===== src/rtl/bid_pkg.sv =====
// ----------------------------------------------------------------------------
// bid_pkg
// shared constants, command and status codes and the control/status structs
// passed between the deque controller and its datapath
// ----------------------------------------------------------------------------
package bid_pkg;

  localparam int CAPACITY = 64;
  localparam int IDX_W    = $clog2(CAPACITY);
  localparam int CNT_W    = 7;
  localparam int DATA_W   = 32;
  localparam int CMD_W    = 3;
  localparam int STAT_W   = 2;

  typedef enum logic [CMD_W-1:0] {
    OP_PUSH_FRONT = 3'd0,
    OP_PUSH_BACK  = 3'd1,
    OP_POP_FRONT  = 3'd2,
    OP_POP_BACK   = 3'd3,
    OP_CLEAR      = 3'd4,
    OP_FILL       = 3'd5
  } op_t;

  typedef enum logic [STAT_W-1:0] {
    ST_OK        = 2'd0,
    ST_EMPTY     = 2'd1,
    ST_FULL      = 2'd2,
    ST_NOT_EMPTY = 2'd3
  } stat_t;

  // controller to datapath
  typedef struct packed {
    logic load;       // latch the incoming item
    logic exec;       // carry out the latched command
    logic capture;    // take read data into the result
    logic fill_step;  // write one fill entry
  } dp_ctl_t;

  // datapath to controller
  typedef struct packed {
    logic pop_go;     // pop will read an entry
    logic fill_go;    // fill accepted with at least one entry
    logic fill_last;  // current fill write is the last one
  } dp_stat_t;

endpackage


===== src/rtl/bounded_int_deque_core.sv =====
// ----------------------------------------------------------------------------
// bounded_int_deque_core
// bounded double-ended queue of signed 32-bit values in a 64-entry ring store
// ----------------------------------------------------------------------------
// a command is taken when start is high and busy is low; busy stays high
// until its single result is out. the result sits on popped_value, status and
// entry_count for exactly one cycle, marked by done, and must be taken then:
// there is no way to hold it off. pushes, clear and refused or empty commands
// go from execute straight to done, successful pops pass a read wait state
// first (the ring store read is registered), and a fill writes its entries in
// a sweep state, since the single write port of the store is swept one entry
// a cycle. a new command may be given in the same cycle that done is high.
// ----------------------------------------------------------------------------
module bounded_int_deque_core import bid_pkg::*; (
  input  logic                     clk,
  input  logic                     rst,
  // command side
  input  logic                     start,
  output logic                     busy,
  input  logic [CMD_W-1:0]         cmd,
  input  logic signed [DATA_W-1:0] push_value,
  input  logic [CNT_W-1:0]         fill_count,
  // result side
  output logic                     done,
  output logic signed [DATA_W-1:0] popped_value,
  output logic [STAT_W-1:0]        status,
  output logic [CNT_W-1:0]         entry_count
);

  // command and status between controller and datapath
  dp_ctl_t  dp_ctl;
  dp_stat_t dp_stat;

  // sequencer: idle, execute, read wait, fill sweep
  bid_ctrl u_ctrl (
    .clk     (clk),
    .rst     (rst),
    .start   (start),
    .dp_stat (dp_stat),
    .dp_ctl  (dp_ctl),
    .busy    (busy),
    .done    (done)
  );

  // ring store with head index and count, plus the result registers that
  // hold the item shown while done is high
  bid_dpath u_dpath (
    .clk          (clk),
    .rst          (rst),
    .dp_ctl       (dp_ctl),
    .cmd          (cmd),
    .push_value   (push_value),
    .fill_count   (fill_count),
    .dp_stat      (dp_stat),
    .popped_value (popped_value),
    .status       (status),
    .entry_count  (entry_count)
  );

endmodule


===== src/rtl/bid_ctrl.sv =====
// ----------------------------------------------------------------------------
// bid_ctrl
// sequencing state machine: accept, execute, read wait and fill loop
// ----------------------------------------------------------------------------
module bid_ctrl import bid_pkg::*; (
  input  logic     clk,
  input  logic     rst,
  input  logic     start,
  input  dp_stat_t dp_stat,
  output dp_ctl_t  dp_ctl,
  output logic     busy,
  output logic     done
);

  typedef enum logic [1:0] {
    S_IDLE,
    S_EXEC,
    S_READ,
    S_FILL
  } state_t;

  state_t state;

  always_comb begin
    dp_ctl.load      = (state == S_IDLE) && start;
    dp_ctl.exec      = (state == S_EXEC);
    dp_ctl.capture   = (state == S_READ);
    dp_ctl.fill_step = (state == S_FILL);
  end

  assign busy = (state != S_IDLE);

  always_ff @(posedge clk) begin
    if (rst) begin
      state <= S_IDLE;
      done  <= 1'b0;
    end else begin
      done <= 1'b0;
      case (state)
        S_IDLE: begin
          if (start) begin
            state <= S_EXEC;
          end
        end
        S_EXEC: begin
          if (dp_stat.pop_go) begin
            state <= S_READ;
          end else if (dp_stat.fill_go) begin
            state <= S_FILL;
          end else begin
            state <= S_IDLE;
            done  <= 1'b1;
          end
        end
        S_READ: begin
          state <= S_IDLE;
          done  <= 1'b1;
        end
        S_FILL: begin
          if (dp_stat.fill_last) begin
            state <= S_IDLE;
            done  <= 1'b1;
          end
        end
        default: begin
          state <= S_IDLE;
        end
      endcase
    end
  end

endmodule


===== src/rtl/bid_dpath.sv =====
// ----------------------------------------------------------------------------
// bid_dpath
// ring store, head index, entry count, fill counter and result registers
// ----------------------------------------------------------------------------
module bid_dpath import bid_pkg::*; (
  input  logic                     clk,
  input  logic                     rst,
  input  dp_ctl_t                  dp_ctl,
  input  logic [CMD_W-1:0]         cmd,
  input  logic signed [DATA_W-1:0] push_value,
  input  logic [CNT_W-1:0]         fill_count,
  output dp_stat_t                 dp_stat,
  output logic signed [DATA_W-1:0] popped_value,
  output logic [STAT_W-1:0]        status,
  output logic [CNT_W-1:0]         entry_count
);

  logic [DATA_W-1:0] mem [CAPACITY];

  logic [CMD_W-1:0]  cmd_q;
  logic [DATA_W-1:0] push_q;
  logic [CNT_W-1:0]  fill_q;

  logic [IDX_W-1:0]  head, head_next;
  logic [CNT_W-1:0]  count, count_next;
  logic [IDX_W-1:0]  fill_k, fill_k_next;
  logic [CNT_W-1:0]  fill_n, fill_n_next;
  logic [DATA_W-1:0] rd_data;

  logic [DATA_W-1:0] res_value, res_value_next;
  logic [STAT_W-1:0] res_status, res_status_next;
  logic [CNT_W-1:0]  res_count, res_count_next;

  logic              wr_en, rd_en;
  logic [IDX_W-1:0]  wr_addr, rd_addr;
  logic [DATA_W-1:0] wr_data;

  logic              is_empty, is_full, is_pop;
  logic [CNT_W-1:0]  fill_sat;

  assign is_empty = (count == '0);
  assign is_full  = (count >= CNT_W'(CAPACITY));
  assign is_pop   = (cmd_q == OP_POP_FRONT) || (cmd_q == OP_POP_BACK);
  assign fill_sat = (fill_q > CNT_W'(CAPACITY)) ? CNT_W'(CAPACITY) : fill_q;

  always_comb begin
    dp_stat.pop_go    = is_pop && !is_empty;
    dp_stat.fill_go   = (cmd_q == OP_FILL) && is_empty && (fill_sat != '0);
    dp_stat.fill_last = ({1'b0, fill_k} == (fill_n - CNT_W'(1)));
  end

  always_comb begin
    head_next       = head;
    count_next      = count;
    fill_k_next     = fill_k;
    fill_n_next     = fill_n;
    res_value_next  = res_value;
    res_status_next = res_status;
    res_count_next  = res_count;
    wr_en           = 1'b0;
    wr_addr         = head;
    wr_data         = push_q;
    rd_en           = 1'b0;
    rd_addr         = head;

    if (dp_ctl.exec) begin
      res_value_next  = '0;
      res_status_next = ST_OK;
      case (cmd_q)
        OP_PUSH_FRONT: begin
          if (is_full) begin
            res_status_next = ST_FULL;
          end else begin
            head_next  = head - IDX_W'(1);
            wr_en      = 1'b1;
            wr_addr    = head - IDX_W'(1);
            count_next = count + CNT_W'(1);
          end
        end
        OP_PUSH_BACK: begin
          if (is_full) begin
            res_status_next = ST_FULL;
          end else begin
            wr_en      = 1'b1;
            wr_addr    = head + count[IDX_W-1:0];
            count_next = count + CNT_W'(1);
          end
        end
        OP_POP_FRONT: begin
          if (is_empty) begin
            res_status_next = ST_EMPTY;
          end else begin
            rd_en      = 1'b1;
            rd_addr    = head;
            head_next  = head + IDX_W'(1);
            count_next = count - CNT_W'(1);
          end
        end
        OP_POP_BACK: begin
          if (is_empty) begin
            res_status_next = ST_EMPTY;
          end else begin
            rd_en      = 1'b1;
            rd_addr    = head + count[IDX_W-1:0] - IDX_W'(1);
            count_next = count - CNT_W'(1);
          end
        end
        OP_CLEAR: begin
          head_next  = '0;
          count_next = '0;
        end
        OP_FILL: begin
          if (!is_empty) begin
            res_status_next = ST_NOT_EMPTY;
          end else begin
            head_next   = '0;
            fill_k_next = '0;
            fill_n_next = fill_sat;
          end
        end
        default: begin
        end
      endcase
      res_count_next = count_next;
    end

    if (dp_ctl.capture) begin
      res_value_next = rd_data;
    end

    if (dp_ctl.fill_step) begin
      wr_en       = 1'b1;
      wr_addr     = fill_k;
      wr_data     = DATA_W'(fill_k) + DATA_W'(1);
      fill_k_next = fill_k + IDX_W'(1);
      if (dp_stat.fill_last) begin
        count_next     = fill_n;
        res_count_next = fill_n;
      end
    end
  end

  // ring store, one write and one registered read port
  always_ff @(posedge clk) begin
    if (wr_en) begin
      mem[wr_addr] <= wr_data;
    end
    if (rd_en) begin
      rd_data <= mem[rd_addr];
    end
  end

  always_ff @(posedge clk) begin
    if (rst) begin
      head  <= '0;
      count <= '0;
    end else begin
      head  <= head_next;
      count <= count_next;
    end
  end

  always_ff @(posedge clk) begin
    if (dp_ctl.load) begin
      cmd_q  <= cmd;
      push_q <= push_value;
      fill_q <= fill_count;
    end
    fill_k     <= fill_k_next;
    fill_n     <= fill_n_next;
    res_value  <= res_value_next;
    res_status <= res_status_next;
    res_count  <= res_count_next;
  end

  assign popped_value = res_value;
  assign status       = res_status;
  assign entry_count  = res_count;

endmodule


===== config.mk =====
export PLATFORM = sky130hd
export DESIGN_NAME = bounded_int_deque_core
export DESIGN_NICKNAME = d
export VERILOG_FILES = /design/src/rtl/bid_pkg.sv /design/src/rtl/bounded_int_deque_core.sv /design/src/rtl/bid_ctrl.sv /design/src/rtl/bid_dpath.sv
export SDC_FILE = /design/constraint.sdc
export NUM_CORES = 2
export LEC_CHECK = 0
export ABC_AREA = 1
export ABC_CLOCK_PERIOD_IN_PS = 5380
export BUFFER_PORTS_ARGS = -buffer_cell sky130_fd_sc_hd__buf_2
export CAP_MARGIN = 20
export CELL_PAD_IN_SITES_DETAIL_PLACEMENT = 0
export CELL_PAD_IN_SITES_GLOBAL_PLACEMENT = 1
export CORE_MARGIN = 5
export CORE_UTILIZATION = 51
export DETAILED_ROUTE_END_ITERATION = 8
export GPL_TIMING_DRIVEN = 0
export PLACE_DENSITY = 0.85
export SYNTH_ARGS = -nofsm -noshare
export SYNTH_HDL_FRONTEND = slang
export SYNTH_SLANG_ARGS = --single-unit

===== constraint.sdc =====
create_clock -name clk -period 5.38 [get_ports clk]
set_input_delay 1.076 -clock clk [delete_from_list [all_inputs] [get_ports clk]]
set_output_delay 1.076 -clock clk [all_outputs]
set_load 0.02 [all_outputs]

==> metrics.txt <==
Vias/cell 5.64; clock root cell clkbuf_16; post-synthesis cell type count 40; CP Data Arrival Time 5710 ps; CP Capture Type flop; # hold bufs at CTS 0; crit start category flop; Detail Placement HPWL 240,000 um; wire per inst 26.8 um; worst slew pin tran 1250 ps; Final Skew 48.9 ps; Placeable Area 188,000 um2; CTS tree yes; router iterations before antenna repair 7; Worst Hold Margin 377 ps; Tcrit/Tclk final 0.947; Final Hold Vio Count 0; clk sinks 2,192; Synth Warn # 0; pin count of the biggest net entering global routing 65; kind of critical path reg2reg; H-tree depth 4; Congestion Overflow GR 0; Final nets 9,892; Chip Height 445 um; Cell Area, Synth 96,400 um2; sequential fraction of the synthesis area 0.680; Hold WC Path Type in2reg; Layout area overhead 15.2%; total wire length 335,000 um; Worst slew margin 0.166; Port-buffer cells 87; std cell rows 159; Tmin final 5090 ps; clock-pin slew on the worst setup and hold paths 60 ps; GR peak layer met2; syn nets 9,434; Max Slew Vio Count 0; Clock Latency Late Sink 880 ps; setup TNS 0 ps; status finished clean; GRT met2 Usage 0.506; Finished Layout Cells 12,500; M3 GR Usage 0.0835; commonest non-fill, non-tap cell in the layout nand3_1; placed instance count 12,100; Starting DRT DRC Count 9,995; met1 Use GR 0.425; area post-placement 104,000 um2; Total GRT Usage 0.333; DRT antenna net count 0; # IOs 88; synthesized flop and latch total 2,192; worst-case clock buffer depth 3; layout cells sized above 1 0.0999; Max FO, Critical Path 10; Critical Path RT 5990 ps; Cells after Synth 9,372; FMAX 0.196 GHz; GP Congestion 0.973; Max VDD drop 0.336 mV; via count 70,600; Lkg Pwr 47.4 nW; initial antenna violation count 30; total CTS buffers 218; PwrDens 404 nW/um2; global-route wire length before repair 467,000 um; DRC Markers 0; unrepaired setup endpoints after global routing false; Die Width 445 um; syn_area_per_cell 10.3 um2; most frequent cells in the layout 2,183 x nand3_1, 2,169 x edfxtp_1, 2,140 x nand2_1, 2,059 x inv_1, 385 x buf_2; Final setup viols 0; die area 198,000 um2; Max Cap Viol 0; Initial Util 0.513; finished layout cell area 111,000 um2; vias in the first global route 65,700
## repair_timing
item | in CTS | in global routing
buffers inserted | 0 | 9
gates resized for setup | 0 | 1
setup endpoints to repair | 0 | 376
## report_power, final
group | internal, W | leakage [nW] | switching (W)
Sequential | 0.0197 | 19.8 | 0.0000905
Clock | 0.00878 | 3.51 | 0.00666
Combinational | 0.00228 | 24.1 | 0.00744
Total | 0.0307 | 47.4 | 0.0142
## cell type report
cell class | count | area [um2]
Antenna cell | 12 | 30.0
Buffer | 486 | 2420
Clock buffer | 272 | 5700
Clock inverter | 133 | 1500
Fill cell | 15000 | 76900
Inverter | 2066 | 7760
Multi-Input combinational cell | 4628 | 21400
Sequential cell | 2192 | 65600
Tap cell | 2495 | 3120
Timing Repair Buffer | 238 | 3560
## through the flow
step           power (W)  setup slack (ps)   util
5_1_grt           0.0460               274  0.591
4_1_cts           0.0446              79.2  0.590
6_report          0.0449               286  0.591
2_1_floorplan     0.0248               888      -
3_5_place_dp      0.0295               125  0.552
3_3_place_gp      0.0291             -5050  0.532
## layer usage
layer  vias to the layer above  part of all wire
met2                      4524              0.44
li1                      31400                 -
met1                     33700              0.36
met4                        22             0.080
met3                      1002              0.12
met5                         -           0.00044
## logic make-up after synthesis
family / Yosys count / synth area share
and+or+nand+nor: 4492 / 0.204
AOI/OAI and AO/OA: 101 / 0.00623
adders and majority gates: 17 / 0.00228
xor gates and xnor gates: 18 / 0.00178
DFF: 2192 / 0.680
buffers and inverters: 2552 / 0.106
## state kept, by name, indices dropped and copies added (netlist names)
| name | flops |
|---|---|
| u_dpath.mem | 2048 |
| u_dpath.popped_value | 32 |
| u_dpath.push_q | 32 |
| u_dpath.rd_data | 32 |
| u_dpath.count | 7 |
| u_dpath.entry_count | 7 |
| u_dpath.fill_n | 7 |
| u_dpath.fill_q | 7 |
| u_dpath.fill_k | 6 |
| u_dpath.head | 6 |
| u_dpath.cmd_q | 3 |
| u_ctrl.state | 2 |
| u_dpath.status | 2 |
| u_ctrl.done | 1 |
## cells in the mapped netlist
cell      count  share of area
nand3_1    2183           0.11
edfxtp_1   2169           0.68
nand2_1    2141          0.083
inv_1      2060          0.080
buf_2       298          0.015
nor2_1      134         0.0052
clkbuf_1    120         0.0047
o21ai_0      46         0.0024
buf_1        30         0.0012
dfxtp_1      23         0.0048
buf_6        21         0.0025
a21oi_1      19        0.00099
buf_4        17         0.0013
ha_1         16         0.0021
xor2_1       13         0.0012
a31oi_1      11        0.00071
nand4_1       8        0.00052
nor3_1        8        0.00042
o211ai_1      7        0.00054
inv_2         5        0.00019
nand2_2       5        0.00032
o22ai_1       5        0.00032
or2_2         5        0.00032
xnor2_1       4        0.00036
a221oi_1      3        0.00027
nor2_2        3        0.00019
a211oi_1      2        0.00016
and2_1        2        0.00013
nor4_1        2        0.00013
o21ai_4       2        0.00034
a21o_1        1       0.000078
a22oi_1       1       0.000078
a31o_2        1       0.000091
fa_1          1        0.00021
inv_4         1       0.000065
nand3_2       1        0.00010
o21ai_2       1       0.000091
o31ai_1       1       0.000078
o32ai_1       1       0.000091
xnor3_1       1        0.00023
## worst max-delay path, stage by stage, from the launching register on
cell	delay [ps]
dfxtp_1	570
inv_1	120
ha_1	210
inv_1	100
nor2_2	60
nand2_2	150
nand3_2	500
nand2_2	420
buf_4	410
buf_2	520
buf_2	330
nand2_1	70
nand3_1	80
nand3_1	150
nand3_1	160
nand3_1	400
nand3_1	430
nand2_1	120
## final timing paths
kind                              endpoint  cells past startpoint                 from  slack [ps]
setup / recovery       u_dpath.rd_data[12]                     17     u_dpath.count[1]         290
hold / removal          u_dpath.push_q[17]                      1       push_value[17]         380
hold reg to reg   u_dpath.popped_value[20]                      2  u_dpath.rd_data[20]         520
setup reg to reg       u_dpath.rd_data[12]                     17     u_dpath.count[1]         290
No activity file was read; power rests on OpenSTA's default activity.
